===== src/rtl/core/clock_alarm_countdown_display_assert.svh =====
// Assertion macros shared by the clock/alarm/countdown display RTL.
// Included by the modules that carry concurrent assertions; no other dependencies.
`ifndef CLOCK_ALARM_COUNTDOWN_DISPLAY_ASSERT_SVH
`define CLOCK_ALARM_COUNTDOWN_DISPLAY_ASSERT_SVH
`ifndef SYNTHESIS
`define CACD_ASSERT(lbl, clk, rst_n, prop, msg) \
    lbl: assert property (@(posedge clk) disable iff (!rst_n) (prop)) else $error(msg);
`define CACD_ASSERT_IMPL(lbl, clk, rst_n, ante, cons, msg) \
    lbl: assert property (@(posedge clk) disable iff (!rst_n) (ante) |-> (cons)) else $error(msg);
`else
`define CACD_ASSERT(lbl, clk, rst_n, prop, msg)
`define CACD_ASSERT_IMPL(lbl, clk, rst_n, ante, cons, msg)
`endif
`endif


===== src/rtl/core/cacd_pkg.sv =====
// Package for the clock/alarm/countdown display: constants, codes, structs, digit split.
// No dependencies; used by cacd_state, cacd_div, cacd_fmt, the top level and the testbench.
`default_nettype none
package cacd_pkg;

    localparam int RING_PERIOD_MS = 10000;
    localparam int RING_PULSE_MS  = 100;
    localparam int RING_W         = $clog2(RING_PERIOD_MS);

    localparam int MS_PER_SEC     = 1000;
    localparam int SEC_PER_MIN    = 60;
    localparam int SEC_PER_HOUR   = 3600;
    localparam int HALF_DAY       = 12;
    localparam int MAX_HOUR       = 23;
    localparam int MAX_MIN_SEC    = 59;
    localparam int DEC_BASE       = 10;
    localparam int MAX_SHOWN_HOUR = 99;

    localparam logic [28:0] MAX_COUNTDOWN = 29'd359999999;
    localparam int          MAX_SECS      = 359999;
    localparam logic [3:0]  BLANK_DIGIT   = 4'd10;

    // reciprocal constants: x/1000 = (x>>3)/125, s/3600 = (s>>4)/225, r/60 = (r>>2)/15
    localparam logic [26:0] RECIP_125    = 27'd68719477;
    localparam int          RECIP_125_SH = 33;
    localparam logic [15:0] RECIP_225    = 16'd37283;
    localparam int          RECIP_225_SH = 23;
    localparam logic [10:0] RECIP_15     = 11'd1093;
    localparam int          RECIP_15_SH  = 14;

    localparam int PIPE_DEPTH = 5;

    typedef enum logic [1:0] {
        OP_TICK,
        OP_SET_TIME,
        OP_START,
        OP_SILENCE
    } t_opcode;

    typedef enum logic [2:0] {
        REG_HOUR_24_MODE,
        REG_SHOW_LEADING_ZERO,
        REG_ALARM_HOUR,
        REG_ALARM_MINUTE,
        REG_ALARM_SECOND,
        REG_DAY_START_HOUR,
        REG_DAY_END_HOUR,
        REG_SHOW_TIMER
    } t_reg_idx;

    typedef struct packed {
        t_opcode     opcode;
        logic [4:0]  new_hour;
        logic [5:0]  new_minute;
        logic [5:0]  new_second;
        logic [28:0] countdown_ms;
    } t_req;

    typedef struct packed {
        logic        timer_mode;
        logic [4:0]  clk_hour;
        logic [5:0]  minute;
        logic [5:0]  second;
        logic        blank_lead;
        logic [28:0] rem;
        logic        night;
        logic [9:0]  millis;
        logic        sound;
        logic        alarm;
    } t_snap;

    typedef struct packed {
        t_snap       snap;
        logic [18:0] secs;
        logic [6:0]  hours;
        logic [11:0] rs;
        logic [5:0]  mins;
    } t_work;

    typedef struct packed {
        logic [3:0] d0;
        logic [3:0] d1;
        logic [3:0] d2;
        logic [3:0] d3;
        logic [3:0] d4;
        logic [3:0] d5;
        logic       night;
        logic [9:0] millis;
        logic       sound;
        logic       alarm;
    } t_disp;

    // tens and units of a value below 100
    function automatic logic [7:0] split2(input logic [6:0] v);
        logic [3:0] tens;
        logic [6:0] units;
        tens = '0;
        for (int k = 1; k < DEC_BASE; k++) begin
            if (v >= 7'(k * DEC_BASE)) begin
                tens = 4'(k);
            end
        end
        units = v - 7'(tens) * 7'(DEC_BASE);
        return {tens, units[3:0]};
    endfunction

endpackage
`default_nettype wire


===== src/rtl/core/cacd_req_if.sv =====
// Request channel interface: valid/ready handshake plus the input fields.
// Depends on nothing.
`default_nettype none
interface cacd_req_if;
    logic        valid;
    logic        ready;
    logic [1:0]  opcode;
    logic [4:0]  new_hour;
    logic [5:0]  new_minute;
    logic [5:0]  new_second;
    logic [28:0] countdown_ms;

    modport source (output valid, output opcode, output new_hour, output new_minute,
                    output new_second, output countdown_ms, input ready);
    modport sink   (input valid, input opcode, input new_hour, input new_minute,
                    input new_second, input countdown_ms, output ready);
endinterface
`default_nettype wire


===== src/rtl/core/cacd_res_if.sv =====
// Result channel interface: valid/ready handshake plus the display fields.
// Depends on nothing.
`default_nettype none
interface cacd_res_if;
    logic       valid;
    logic       ready;
    logic [3:0] digit0;
    logic [3:0] digit1;
    logic [3:0] digit2;
    logic [3:0] digit3;
    logic [3:0] digit4;
    logic [3:0] digit5;
    logic       night_flag;
    logic [9:0] millis_part;
    logic       sound;
    logic       alarm_playing;

    modport source (output valid, output digit0, output digit1, output digit2, output digit3,
                    output digit4, output digit5, output night_flag, output millis_part,
                    output sound, output alarm_playing, input ready);
    modport sink   (input valid, input digit0, input digit1, input digit2, input digit3,
                    input digit4, input digit5, input night_flag, input millis_part,
                    input sound, input alarm_playing, output ready);
endinterface
`default_nettype wire


===== src/rtl/core/cacd_state.sv =====
// Configuration registers, time-of-day / alarm / countdown state and its per-request update.
// Depends on cacd_pkg and the assertion macro header.
`default_nettype none
`include "clock_alarm_countdown_display_assert.svh"
module cacd_state (
    input  wire logic           i_clk,
    input  wire logic           i_rst_n,
    input  wire logic           i_cfg_we,
    input  wire logic [2:0]     i_cfg_idx,
    input  wire logic [5:0]     i_cfg_data,
    input  wire logic           i_acc,
    input  wire cacd_pkg::t_req i_req,
    output cacd_pkg::t_snap     o_snap
);

    logic       r_h24, r_lead, r_timer;
    logic [4:0] r_al_h, r_day_s, r_day_e;
    logic [5:0] r_al_m, r_al_s;

    logic [4:0]                  r_hour, n_hour;
    logic [5:0]                  r_minute, n_minute;
    logic [5:0]                  r_second, n_second;
    logic [9:0]                  r_millis, n_millis;
    logic                        r_set, n_set;
    logic                        r_alarm, n_alarm;
    logic                        r_running, n_running;
    logic [28:0]                 r_rem, n_rem;
    logic [cacd_pkg::RING_W-1:0] r_phase, n_phase;

    logic       pulse;
    logic [4:0] shown_h;

    always_ff @(posedge i_clk) begin
        if (!i_rst_n) begin
            r_h24   <= 1'b1;
            r_lead  <= 1'b1;
            r_al_h  <= 5'd7;
            r_al_m  <= '0;
            r_al_s  <= '0;
            r_day_s <= 5'd6;
            r_day_e <= 5'd18;
            r_timer <= 1'b0;
        end else if (i_cfg_we) begin
            case (cacd_pkg::t_reg_idx'(i_cfg_idx))
                cacd_pkg::REG_HOUR_24_MODE:      r_h24   <= i_cfg_data[0];
                cacd_pkg::REG_SHOW_LEADING_ZERO: r_lead  <= i_cfg_data[0];
                cacd_pkg::REG_ALARM_HOUR:        r_al_h  <= i_cfg_data[4:0];
                cacd_pkg::REG_ALARM_MINUTE:      r_al_m  <= i_cfg_data;
                cacd_pkg::REG_ALARM_SECOND:      r_al_s  <= i_cfg_data;
                cacd_pkg::REG_DAY_START_HOUR:    r_day_s <= i_cfg_data[4:0];
                cacd_pkg::REG_DAY_END_HOUR:      r_day_e <= i_cfg_data[4:0];
                cacd_pkg::REG_SHOW_TIMER:        r_timer <= i_cfg_data[0];
                default: ;
            endcase
        end
    end

    always_comb begin
        n_hour    = r_hour;
        n_minute  = r_minute;
        n_second  = r_second;
        n_millis  = r_millis;
        n_set     = r_set;
        n_alarm   = r_alarm;
        n_running = r_running;
        n_rem     = r_rem;
        n_phase   = r_phase;
        case (i_req.opcode)
            cacd_pkg::OP_TICK: begin
                if (r_millis == 10'(cacd_pkg::MS_PER_SEC - 1)) begin
                    n_millis = '0;
                    if (r_second == 6'(cacd_pkg::MAX_MIN_SEC)) begin
                        n_second = '0;
                        if (r_minute == 6'(cacd_pkg::MAX_MIN_SEC)) begin
                            n_minute = '0;
                            n_hour   = (r_hour >= 5'(cacd_pkg::MAX_HOUR)) ? '0 : r_hour + 5'd1;
                        end else begin
                            n_minute = r_minute + 6'd1;
                        end
                    end else begin
                        n_second = r_second + 6'd1;
                    end
                end else begin
                    n_millis = r_millis + 10'd1;
                end
                if (r_alarm || (r_running && r_rem == '0)) begin
                    n_phase = (r_phase == cacd_pkg::RING_W'(cacd_pkg::RING_PERIOD_MS - 1)) ?
                              '0 : r_phase + cacd_pkg::RING_W'(1);
                end
                if (r_rem != '0) begin
                    n_rem = r_rem - 29'd1;
                end
                if (!r_timer && !r_alarm && n_hour == r_al_h && n_minute == r_al_m &&
                    n_second == r_al_s) begin
                    n_alarm = 1'b1;
                    n_phase = '0;
                end
            end
            cacd_pkg::OP_SET_TIME: begin
                n_hour   = (i_req.new_hour > 5'(cacd_pkg::MAX_HOUR)) ?
                           5'(cacd_pkg::MAX_HOUR) : i_req.new_hour;
                n_minute = (i_req.new_minute > 6'(cacd_pkg::MAX_MIN_SEC)) ?
                           6'(cacd_pkg::MAX_MIN_SEC) : i_req.new_minute;
                n_second = (i_req.new_second > 6'(cacd_pkg::MAX_MIN_SEC)) ?
                           6'(cacd_pkg::MAX_MIN_SEC) : i_req.new_second;
                n_millis = '0;
                n_set    = 1'b1;
            end
            cacd_pkg::OP_START: begin
                n_rem     = (i_req.countdown_ms > cacd_pkg::MAX_COUNTDOWN) ?
                            cacd_pkg::MAX_COUNTDOWN : i_req.countdown_ms;
                n_running = 1'b1;
                n_phase   = '0;
            end
            cacd_pkg::OP_SILENCE: begin
                n_alarm   = 1'b0;
                n_running = 1'b0;
            end
            default: ;
        endcase

        pulse = n_phase < cacd_pkg::RING_W'(cacd_pkg::RING_PULSE_MS);
        if (!r_h24 && n_hour > 5'(cacd_pkg::HALF_DAY)) begin
            shown_h = n_hour - 5'(cacd_pkg::HALF_DAY);
        end else if (!r_h24 && n_hour == '0 && n_set) begin
            shown_h = 5'(cacd_pkg::HALF_DAY);
        end else begin
            shown_h = n_hour;
        end

        o_snap.timer_mode = r_timer;
        o_snap.clk_hour   = shown_h;
        o_snap.minute     = n_minute;
        o_snap.second     = n_second;
        o_snap.blank_lead = !r_lead && shown_h < 5'(cacd_pkg::DEC_BASE) && n_set;
        o_snap.rem        = n_rem;
        o_snap.night      = !(n_hour >= r_day_s && n_hour <= r_day_e);
        o_snap.millis     = n_millis;
        o_snap.sound      = r_timer ? (n_running && n_rem == '0 && pulse) : (n_alarm && pulse);
        o_snap.alarm      = n_alarm;
    end

    always_ff @(posedge i_clk) begin
        if (!i_rst_n) begin
            r_hour    <= '0;
            r_minute  <= '0;
            r_second  <= '0;
            r_millis  <= '0;
            r_set     <= 1'b0;
            r_alarm   <= 1'b0;
            r_running <= 1'b0;
            r_rem     <= '0;
            r_phase   <= '0;
        end else if (i_acc) begin
            r_hour    <= n_hour;
            r_minute  <= n_minute;
            r_second  <= n_second;
            r_millis  <= n_millis;
            r_set     <= n_set;
            r_alarm   <= n_alarm;
            r_running <= n_running;
            r_rem     <= n_rem;
            r_phase   <= n_phase;
        end
    end

    `CACD_ASSERT(a_phase_range, i_clk, i_rst_n, r_phase < cacd_pkg::RING_W'(cacd_pkg::RING_PERIOD_MS), "ring phase out of range")
    `CACD_ASSERT(a_rem_range, i_clk, i_rst_n, r_rem <= cacd_pkg::MAX_COUNTDOWN, "countdown above limit")
    `CACD_ASSERT(a_time_range, i_clk, i_rst_n, r_hour <= 5'(cacd_pkg::MAX_HOUR) && r_minute <= 6'(cacd_pkg::MAX_MIN_SEC) && r_second <= 6'(cacd_pkg::MAX_MIN_SEC) && r_millis < 10'(cacd_pkg::MS_PER_SEC), "time of day out of range")

endmodule
`default_nettype wire


===== src/rtl/core/cacd_div.sv =====
// Pipelined split of the remaining countdown into hours, minutes and seconds.
// Reciprocal multiplies for the /1000, /3600 and /60 steps; depends on cacd_pkg and the assertion macro header.
`default_nettype none
`include "clock_alarm_countdown_display_assert.svh"
module cacd_div (
    input  wire logic            i_clk,
    input  wire logic            i_rst_n,
    input  wire logic            i_valid,
    output logic                 o_ready,
    input  wire cacd_pkg::t_snap i_snap,
    output logic                 o_valid,
    input  wire logic            i_ready,
    output cacd_pkg::t_work      o_work
);

    logic            r_v [cacd_pkg::PIPE_DEPTH];
    cacd_pkg::t_work r_p [cacd_pkg::PIPE_DEPTH];
    cacd_pkg::t_work n_p [cacd_pkg::PIPE_DEPTH];
    logic            in_v [cacd_pkg::PIPE_DEPTH];
    logic            stage_rdy [cacd_pkg::PIPE_DEPTH];

    logic [52:0] prod1;
    logic [30:0] prod2;
    logic [20:0] prod3;

    always_comb begin
        stage_rdy[cacd_pkg::PIPE_DEPTH-1] = !r_v[cacd_pkg::PIPE_DEPTH-1] || i_ready;
        for (int k = cacd_pkg::PIPE_DEPTH - 2; k >= 0; k--) begin
            stage_rdy[k] = !r_v[k] || stage_rdy[k+1];
        end
        in_v[0] = i_valid;
        for (int k = 1; k < cacd_pkg::PIPE_DEPTH; k++) begin
            in_v[k] = r_v[k-1];
        end

        n_p[0]      = '0;
        n_p[0].snap = i_snap;

        prod1       = 53'(r_p[0].snap.rem[28:3]) * 53'(cacd_pkg::RECIP_125);
        n_p[1]      = r_p[0];
        n_p[1].secs = 19'(prod1 >> cacd_pkg::RECIP_125_SH);

        prod2        = 31'(r_p[1].secs[18:4]) * 31'(cacd_pkg::RECIP_225);
        n_p[2]       = r_p[1];
        n_p[2].hours = 7'(prod2 >> cacd_pkg::RECIP_225_SH);

        n_p[3]    = r_p[2];
        n_p[3].rs = 12'(r_p[2].secs - 19'(r_p[2].hours) * 19'(cacd_pkg::SEC_PER_HOUR));

        prod3       = 21'(r_p[3].rs[11:2]) * 21'(cacd_pkg::RECIP_15);
        n_p[4]      = r_p[3];
        n_p[4].mins = 6'(prod3 >> cacd_pkg::RECIP_15_SH);
    end

    always_ff @(posedge i_clk) begin
        for (int k = 0; k < cacd_pkg::PIPE_DEPTH; k++) begin
            if (!i_rst_n) begin
                r_v[k] <= 1'b0;
            end else if (stage_rdy[k]) begin
                r_v[k] <= in_v[k];
            end
            if (stage_rdy[k] && in_v[k]) begin
                r_p[k] <= n_p[k];
            end
        end
    end

    assign o_ready = stage_rdy[0];
    assign o_valid = r_v[cacd_pkg::PIPE_DEPTH-1];
    assign o_work  = r_p[cacd_pkg::PIPE_DEPTH-1];

    `CACD_ASSERT_IMPL(a_secs_range, i_clk, i_rst_n, r_v[1], r_p[1].secs <= 19'(cacd_pkg::MAX_SECS), "seconds quotient too large")
    `CACD_ASSERT_IMPL(a_hours_range, i_clk, i_rst_n, r_v[2], r_p[2].hours <= 7'(cacd_pkg::MAX_SHOWN_HOUR), "hours quotient too large")
    `CACD_ASSERT_IMPL(a_split_range, i_clk, i_rst_n, r_v[4], r_p[4].rs < 12'(cacd_pkg::SEC_PER_HOUR) && r_p[4].mins <= 6'(cacd_pkg::MAX_MIN_SEC), "minute split out of range")

endmodule
`default_nettype wire


===== src/rtl/core/cacd_fmt.sv =====
// Display formatting: final seconds remainder, decimal digit split and mode select.
// Combinational; depends on cacd_pkg.
`default_nettype none
module cacd_fmt (
    input  wire cacd_pkg::t_work i_work,
    output cacd_pkg::t_disp      o_disp
);

    logic [5:0] ss;
    logic [7:0] hp, mp, sp;

    always_comb begin
        ss = 6'(i_work.rs - 12'(i_work.mins) * 12'(cacd_pkg::SEC_PER_MIN));
        if (i_work.snap.timer_mode) begin
            hp = cacd_pkg::split2(i_work.hours);
            mp = cacd_pkg::split2(7'(i_work.mins));
            sp = cacd_pkg::split2(7'(ss));
        end else begin
            hp = cacd_pkg::split2(7'(i_work.snap.clk_hour));
            mp = cacd_pkg::split2(7'(i_work.snap.minute));
            sp = cacd_pkg::split2(7'(i_work.snap.second));
        end
        o_disp.d0     = (!i_work.snap.timer_mode && i_work.snap.blank_lead) ?
                        cacd_pkg::BLANK_DIGIT : hp[7:4];
        o_disp.d1     = hp[3:0];
        o_disp.d2     = mp[7:4];
        o_disp.d3     = mp[3:0];
        o_disp.d4     = sp[7:4];
        o_disp.d5     = sp[3:0];
        o_disp.night  = i_work.snap.night;
        o_disp.millis = i_work.snap.millis;
        o_disp.sound  = i_work.snap.sound;
        o_disp.alarm  = i_work.snap.alarm;
    end

endmodule
`default_nettype wire


===== src/rtl/core/clock_alarm_countdown_display.sv =====
// Top level of the millisecond clock with alarm and countdown timer display.
// Uses cacd_pkg, cacd_req_if, cacd_res_if, cacd_state, cacd_div and cacd_fmt.
//
// One request per clock is taken (tick, set time, start countdown, silence) while the
// first stage is ready, and each gives one display result. The state update happens
// at the accepting edge; the result then passes a five-stage chain (snapshot, /1000,
// /3600, remainder, /60) and an output register, with per-stage handshaking, so up
// to six results can be in flight and requests keep flowing while a result waits at
// the output, until every stage is full.
`default_nettype none
module clock_alarm_countdown_display (
    input  wire logic       i_clk,
    input  wire logic       i_rst_n,
    cacd_req_if.sink        i_req,
    cacd_res_if.source      o_res,
    input  wire logic       i_cfg_we,
    input  wire logic [2:0] i_cfg_idx,
    input  wire logic [5:0] i_cfg_data
);

    cacd_pkg::t_req  req;
    cacd_pkg::t_snap snap;
    cacd_pkg::t_work work;
    cacd_pkg::t_disp disp;
    cacd_pkg::t_disp r_disp;
    logic            r_ov;
    logic            acc;
    logic            div_ready, div_valid, out_rdy;

    assign req.opcode       = cacd_pkg::t_opcode'(i_req.opcode);
    assign req.new_hour     = i_req.new_hour;
    assign req.new_minute   = i_req.new_minute;
    assign req.new_second   = i_req.new_second;
    assign req.countdown_ms = i_req.countdown_ms;

    assign i_req.ready = div_ready;
    assign acc         = i_req.valid && div_ready;

    cacd_state u_state (
        .i_clk      (i_clk),
        .i_rst_n    (i_rst_n),
        .i_cfg_we   (i_cfg_we),
        .i_cfg_idx  (i_cfg_idx),
        .i_cfg_data (i_cfg_data),
        .i_acc      (acc),
        .i_req      (req),
        .o_snap     (snap)
    );

    cacd_div u_div (
        .i_clk   (i_clk),
        .i_rst_n (i_rst_n),
        .i_valid (i_req.valid),
        .o_ready (div_ready),
        .i_snap  (snap),
        .o_valid (div_valid),
        .i_ready (out_rdy),
        .o_work  (work)
    );

    cacd_fmt u_fmt (
        .i_work (work),
        .o_disp (disp)
    );

    assign out_rdy = !r_ov || o_res.ready;

    always_ff @(posedge i_clk) begin
        if (!i_rst_n) begin
            r_ov <= 1'b0;
        end else if (out_rdy) begin
            r_ov <= div_valid;
        end
        if (out_rdy && div_valid) begin
            r_disp <= disp;
        end
    end

    assign o_res.valid         = r_ov;
    assign o_res.digit0        = r_disp.d0;
    assign o_res.digit1        = r_disp.d1;
    assign o_res.digit2        = r_disp.d2;
    assign o_res.digit3        = r_disp.d3;
    assign o_res.digit4        = r_disp.d4;
    assign o_res.digit5        = r_disp.d5;
    assign o_res.night_flag    = r_disp.night;
    assign o_res.millis_part   = r_disp.millis;
    assign o_res.sound         = r_disp.sound;
    assign o_res.alarm_playing = r_disp.alarm;

endmodule
`default_nettype wire


===== src/flat_wrapper.sv =====
// flat-port wrapper written by rule: the top's interface ports become plain ports
module clock_alarm_countdown_display_flat 
  (i_clk, i_rst_n, i_cfg_we, i_cfg_idx, i_cfg_data, i_req_valid, i_req_opcode, i_req_new_hour, i_req_new_minute, i_req_new_second, i_req_countdown_ms, i_req_ready, o_res_valid, o_res_digit0, o_res_digit1, o_res_digit2, o_res_digit3, o_res_digit4, o_res_digit5, o_res_night_flag, o_res_millis_part, o_res_sound, o_res_alarm_playing, o_res_ready);
  cacd_req_if i_req_i ();
  cacd_res_if o_res_i ();
  input  wire logic i_clk;
  input  wire logic i_rst_n;
  input  wire logic i_cfg_we;
  input  wire logic [2:0] i_cfg_idx;
  input  wire logic [5:0] i_cfg_data;
  input wire logic [$bits(i_req_i.valid)-1:0] i_req_valid;
  input wire logic [$bits(i_req_i.opcode)-1:0] i_req_opcode;
  input wire logic [$bits(i_req_i.new_hour)-1:0] i_req_new_hour;
  input wire logic [$bits(i_req_i.new_minute)-1:0] i_req_new_minute;
  input wire logic [$bits(i_req_i.new_second)-1:0] i_req_new_second;
  input wire logic [$bits(i_req_i.countdown_ms)-1:0] i_req_countdown_ms;
  output wire logic [$bits(i_req_i.ready)-1:0] i_req_ready;
  output wire logic [$bits(o_res_i.valid)-1:0] o_res_valid;
  output wire logic [$bits(o_res_i.digit0)-1:0] o_res_digit0;
  output wire logic [$bits(o_res_i.digit1)-1:0] o_res_digit1;
  output wire logic [$bits(o_res_i.digit2)-1:0] o_res_digit2;
  output wire logic [$bits(o_res_i.digit3)-1:0] o_res_digit3;
  output wire logic [$bits(o_res_i.digit4)-1:0] o_res_digit4;
  output wire logic [$bits(o_res_i.digit5)-1:0] o_res_digit5;
  output wire logic [$bits(o_res_i.night_flag)-1:0] o_res_night_flag;
  output wire logic [$bits(o_res_i.millis_part)-1:0] o_res_millis_part;
  output wire logic [$bits(o_res_i.sound)-1:0] o_res_sound;
  output wire logic [$bits(o_res_i.alarm_playing)-1:0] o_res_alarm_playing;
  input wire logic [$bits(o_res_i.ready)-1:0] o_res_ready;
  assign i_req_i.valid = i_req_valid;
  assign i_req_i.opcode = i_req_opcode;
  assign i_req_i.new_hour = i_req_new_hour;
  assign i_req_i.new_minute = i_req_new_minute;
  assign i_req_i.new_second = i_req_new_second;
  assign i_req_i.countdown_ms = i_req_countdown_ms;
  assign i_req_ready = i_req_i.ready;
  assign o_res_valid = o_res_i.valid;
  assign o_res_digit0 = o_res_i.digit0;
  assign o_res_digit1 = o_res_i.digit1;
  assign o_res_digit2 = o_res_i.digit2;
  assign o_res_digit3 = o_res_i.digit3;
  assign o_res_digit4 = o_res_i.digit4;
  assign o_res_digit5 = o_res_i.digit5;
  assign o_res_night_flag = o_res_i.night_flag;
  assign o_res_millis_part = o_res_i.millis_part;
  assign o_res_sound = o_res_i.sound;
  assign o_res_alarm_playing = o_res_i.alarm_playing;
  assign o_res_i.ready = o_res_ready;
  clock_alarm_countdown_display u_core (.i_clk(i_clk), .i_rst_n(i_rst_n), .i_req(i_req_i), .o_res(o_res_i), .i_cfg_we(i_cfg_we), .i_cfg_idx(i_cfg_idx), .i_cfg_data(i_cfg_data));
endmodule

===== config.mk =====
export PLATFORM = sky130hd
export DESIGN_NAME = clock_alarm_countdown_display_flat
export DESIGN_NICKNAME = d
export VERILOG_FILES = /design/src/rtl/core/cacd_pkg.sv /design/src/rtl/core/cacd_req_if.sv /design/src/rtl/core/cacd_res_if.sv /design/src/rtl/core/cacd_state.sv /design/src/rtl/core/cacd_div.sv /design/src/rtl/core/cacd_fmt.sv /design/src/rtl/core/clock_alarm_countdown_display.sv /design/src/flat_wrapper.sv
export VERILOG_INCLUDE_DIRS = /design/src /design/src/rtl/core
export SDC_FILE = /design/constraint.sdc
export NUM_CORES = 1
export LEC_CHECK = 0
export BUFFER_PORTS_ARGS = -buffer_cell sky130_fd_sc_hd__buf_2
export CORE_AREA = 2 2 236 238
export DETAILED_ROUTE_END_ITERATION = 12
export DIE_AREA = 0 0 238 240
export MAX_ROUTING_LAYER = met4
export PLACE_DENSITY = 0.88
export SLEW_MARGIN = 10
export SYNTH_ARGS = -nofsm -noshare
export SYNTH_HDL_FRONTEND = slang
export SYNTH_SLANG_ARGS = --single-unit

===== constraint.sdc =====
create_clock -name i_clk -period 12.4 [get_ports i_clk]
set_clock_uncertainty 0.15 [all_clocks]
set_input_delay 0 -clock i_clk [delete_from_list [all_inputs] [get_ports i_clk]]
set_output_delay 0 -clock i_clk [all_outputs]
set_load 0.01 [all_outputs]

Word level (Yosys, flattened, before mapping)
Memories as Yosys holds them, arrays and structs flattened.
Index checks and enable logic that the tools add are counted.
- register bits: 141
- memory bits (writable): 530
- input port bits: 62
- output and inout port bits: 39
- word-level logic and storage cells: 318
- memories kept: 2
- add/subtract/negate cells: 15
- $mul: 11
- magnitude comparators: 61
- equal/unequal tests: 17
- multiplexer cells: 125
- bitwise operators: 5
- reductions and logical operators: 54
- memories (memory ; depth ; bits a word ; rd ports ; clocked after memory_dff ; wr ports ; line ; text):
    u_core.u_div.r_p ; 5 ; 105 ; 5 ; 0 ; 5 ; cacd_div.sv:17 ; cacd_pkg::t_work r_p [cacd_pkg::PIPE_DEPTH];
    u_core.u_div.r_v ; 5 ; 1 ; 5 ; 0 ; 5 ; cacd_div.sv:16 ; logic r_v [cacd_pkg::PIPE_DEPTH];
- operators with widths (operator ; count):
    $mux W4 ; 51
    $ge A6 B7 Y1 const B ; 12
    $ge A6 B6 Y1 const B ; 12
    $logic_not A29 Y1 ; 2
    $mux W29 ; 2
    $pmux W29 S2 ; 1
    $mux W6 ; 9
    $mul A26 B27 Y52 const B ; 1
    $ge A6 B5 Y1 const B ; 8
    $mux W14 ; 3
    $mux W1 ; 40
    $mux W5 ; 8
    $mul A15 B16 Y30 const B ; 1
    $gt A29 B29 Y1 const B ; 1
    $reduce_bool A29 Y1 ; 1
    $sub A29 B1 Y29 const B ; 1
    $pmux W14 S2 ; 1
    $ge A6 B4 Y1 const B ; 4
    $mul A4 B3 Y3 const B ; 6
    $mux W8 ; 3
    $pmux W6 S2 ; 2
    $sub A4 B4 Y4 ; 6
    $ge A5 B7 Y1 const B ; 3
    $ge A7 B6 Y1 const B ; 3
    other kinds (44) ; 107

Longest topological paths before layout
An unclocked memory read counts as a cell.
- depth after elaboration: 17
- gate-level depth with buffers: 26

Cells and area by module
From an unflattened synthesis, not the netlist that was laid out.
- cells, all modules: 3293
- area, all modules: 38002.7 um2
- modules (own cells, without submodules) (module ; times used ; cells an instance ; area an instance (um2)):
    cacd_div ; 1 ; 1927 ; 27377.5
    cacd_state ; 1 ; 1089 ; 7796.2
    cacd_fmt ; 1 ; 234 ; 1654.1
    clock_alarm_countdown_display ; 1 ; 43 ; 1174.9

Worst setup path before layout
Ideal clock, no wire load.
- path type: flip-flop to flip-flop
- start: memory u_core.u_div.r_p[0][80] (netlist name)
- end: memory u_core.u_div.r_p[0][148] (netlist name), data pin
- library setup time: 0.269 ns
- arrival time: 6.555 ns
- slack: 5.426 ns
- cell stages (with the launch flop): 23
- path buffers: 0
- cells stage by stage: edfxtp_1 inv_1 fa_1 inv_1 fa_1 fa_1 fa_1 fa_1 fa_1 inv_1 fa_1 inv_1 ha_1 a21o_1 a21o_1 a21oi_1 nand4_1 o31ai_1 a21oi_1 a311oi_1 o21ai_0 a2111oi_0 nor3_1
- RTL lines (element ; line):
    start, declared ; cacd_div.sv:17

==> metrics <==
Reg clk slew, reported paths=0.07 ns; Setup crit start kind=register; setup violators final=0; Synth Area in Simple Gates=10.2%; routed vias/inst=5.91; most frequent CP cell=fa_1; Setup TNS Final=0 ns; critical-path maximum fanout=9; worst slew pin tran=1.16 ns; DR pass1 iterations=6; CTS tree=built; CTS Buffer Depth=3; crit-path cells=inv_1 > ha_1 > fa_1 > inv_1 > fa_1 > fa_1 > fa_1 > fa_1 > inv_1 > fa_1 > inv_1 > ha_1 > a21o_1 > a21o_1 > a21oi_1 > nand4_1 > o31ai_1 > a21oi_1 > a311oi_1 > o21ai_0 > a2111oi_0 > nor3_1; GR Overflow Total=0; Avg Inst Size Synth=10.6 sq um; Sink Count=406; slowest cell on the critical path=edfxtp_1; Critical Path Max Stage Delay=0.64 ns; CTS H-tree lvls=2; highest clock rate=123 MHz; Syn Inst Count=3061; adder-cell share of the synthesized area=roughly a third; DR vias=23338; vias in the first global route=23543; Synth Area in Compound Gates=8.89%; Post-synth EDFFs=301; Final Max Tran Viols=0; GRT Overall Usage=28.4%; # port buffers=roughly 100; Die Width=238 microns; Critical Path End Type=register; final WL=77700 microns; multi-input logic area=between 15000 and 20000 sq um; mux share of post-synthesis cell area=between 1.5 and 2%; routability cong.=0.988; crit share post-route=about two thirds; cell area after synthesis=32500 sq um; boundary pin count=just over 100; Pleak=16.6 nW; Antenna Violating Nets Remaining=0; Power Density=293 nW/um^2; DR iter-0 viols=2125; post-layout util=65.8%; core area=54700 sq um; worst-skew pair later-pin latency=0.56 ns; worst min path class=in -> reg; post-synthesis sequential area ratio=34.2%; antenna violations before repair=0; nets=roughly 4000; first-pass GRT wire length=124000 microns; CP Data Required Time=12.54 ns; die height=approximately 240 microns; Fin. Hold Viols=0; Die Footprint=57100 sq um; largest net degree at the start of global routing=between 90 and 100; Max-Cap Viols=0; clock period minus worst slack=8.15 ns; Clock Tree Root=clkbuf_16; layout cells sized above 1=7.09%; fill count=3874; Final HPWL DP=just under 60000 microns; most used flip-flop cell after synthesis=edfxtp_1; status=finished, final reports clean; Area growth syn-to-layout=10.5%; WL per Instance=19.7 microns; RSZ-0062 raised after global routing=no; Initial Util=59.5%; Max-slew headroom=approximately 22%; post-CTS setup buffer count=0; arrival time worst endpoint=8.29 ns; FF+latch count, synth=406; DRC Markers=0; Antenna Diode Count=0; row count=86; VDD IR max=349 uV; Post-synth ARST share=0%; Syn. warnings=0; number of gates resized after cts=0; distinct cell type count after synthesis=88; FF/Latch Area=approximately 11000 sq um; main combinational cell family by area after synthesis=adder cells; total CTS buffers=41; Post-Synth XOR/XNOR Area=around 2.2%; crit path kind=reg -> reg
-- cells in the mapped netlist, drive strengths merged, types with 37 or more instances --
master	n	area, sq um
ha	470	5880
clkbuf	64	243
a21oi	110	554
a21o	37	278
nor2	190	713
nor3	60	312
o21ai	104	521
fa	273	5470
inv	585	2200
mux2i	47	470
edfxtp	301	9040
dfxtp	105	2100
nand2	160	601
xnor2	55	482
nand3	49	255
-- per-stage QoR --
step | area [sq um] | setup slack (ns) | hold WS, ns | power, mW | cells
after global placement | 33800 | 4.73 | 0.124 | 8.71 | 3799
after CTS | 36000 | 4.38 | 0.00647 | 10.6 | 3948
after floorplan | 32600 | 5.43 | -0.0403 | 7.21 | 3062
final | 36000 | 4.25 | 0.0416 | 10.5 | 3948
after global routing | 36000 | 3.83 | 0.0499 | 11.7 | 3948
after detailed placement | 33800 | 4.48 | 0.135 | 9.06 | 3799
-- cells in the final DEF (no fill, tap or decap), types with 10 or more instances in the layout --
| cell type | n |
|---|---|
| mux2i_1 | 47 |
| o311ai_0 | 10 |
| nand4_1 | 31 |
| buf_2 | 98 |
| ha_1 | 470 |
| xnor2_1 | 55 |
| a211oi_1 | 23 |
| nor3_1 | 59 |
| buf_4 | 14 |
| and3_1 | 18 |
| nand2_1 | 159 |
| inv_1 | 584 |
| clkbuf_16 | 42 |
| dlygate4sd3_1 | 73 |
| xor2_1 | 27 |
| a31oi_1 | 17 |
| o31ai_1 | 11 |
| a21oi_1 | 109 |
| edfxtp_1 | 301 |
| nor4_1 | 18 |
| a21o_1 | 37 |
| nand3_1 | 47 |
| fa_1 | 273 |
| or2_2 | 10 |
| nor2b_1 | 19 |
| o21ai_0 | 102 |
| o211ai_1 | 11 |
| a22oi_1 | 13 |
| nand4b_1 | 10 |
| and4_1 | 10 |
| nand2b_1 | 28 |
| nor2_1 | 190 |
| dfxtp_1 | 105 |
| mux2_2 | 13 |
-- timing repair --
| item | CTS | global route |
|---|---|---|
| hold endpoints to repair | 122 | 0 |
| endpoints found under the setup margin | 0 | 0 |
| hold buffers | 73 | 0 |
-- state kept, by name, summed over array words and instances, names as in the netlist, 3 cells and up --
signal,flops
u_core.o_res.digit0,4
u_core.o_res.digit1,4
u_core.o_res.digit2,3
u_core.o_res.digit3,4
u_core.o_res.digit4,3
u_core.o_res.digit5,4
u_core.o_res.millis_part,10
u_core.u_div.r_p,262
u_core.u_div.r_v,5
u_core.u_state.r_al_h,5
u_core.u_state.r_al_m,6
u_core.u_state.r_al_s,6
u_core.u_state.r_day_e,5
u_core.u_state.r_day_s,5
u_core.u_state.r_hour,5
u_core.u_state.r_millis,10
u_core.u_state.r_minute,6
u_core.u_state.r_phase,14
u_core.u_state.r_rem,29
u_core.u_state.r_second,6
-- layer usage --
metal,track usage (%),wire length (microns),vias to the layer above
met5,-,0,-
met4,9.05,2460,0
met3,3.95,5630,202
met2,46.7,37700,1029
met1,36.8,31900,11356
li1,-,-,10751
-- critical path: cells and delay by family (launching register included) --
family / cells / cell delay, ns
AO/OA/AOI/OAI: 8 / 2.73
AND/OR/NAND/NOR: 2 / 0.24
adder cells (fa/ha/maj): 8 / 3.83
buffers and inverters: 4 / 0.29
flip-flops: 1 / 0.64
-- cell type report --
class	count	area share (%)
multi-input cells	1991	52.6
flip-flops and latches	406	31.0
clock inverters	25	1.03
well taps	704	2.45
clock buffers	51	3.10
repair buffers	185	3.69
inverters	586	6.12
-- cell families (layout without fill, tap and decap cells) --
family          count (synthesis)  in the layout
compound gates                441            441
simple gates                  663            663
fa+ha+maj                     743            743
other cells                     1              2
xor+xnor                       82             82
mux                            60             60
flops                         406            406
buf+inv                       665            847
-- worst paths after layout --
path,from,end,slack [ns],cells after the start
worst min register to register,u_core.u_div.r_p[0][48],u_core.u_div.r_p[0][153],0.26,0
worst max register to register,u_core.u_div.r_p[0][78],u_core.u_div.r_p[0][148],4.25,22
worst min-delay path,i_req_countdown_ms[16],u_core.u_div.r_p[0][73],0.04,4
worst max-delay path,u_core.u_div.r_p[0][78],u_core.u_div.r_p[0][148],4.25,22
-- where the power goes --
| part | internal [mW] | switching [mW] | leakage [nW] |
|---|---|---|---|
| registers | 1.65 | 0.130 | 3.69 |
| logic | 3.22 | 4.18 | 12.2 |
| clock network | 0.814 | 0.545 | 0.715 |
Note: power is estimated with default switching activity, not from simulation.
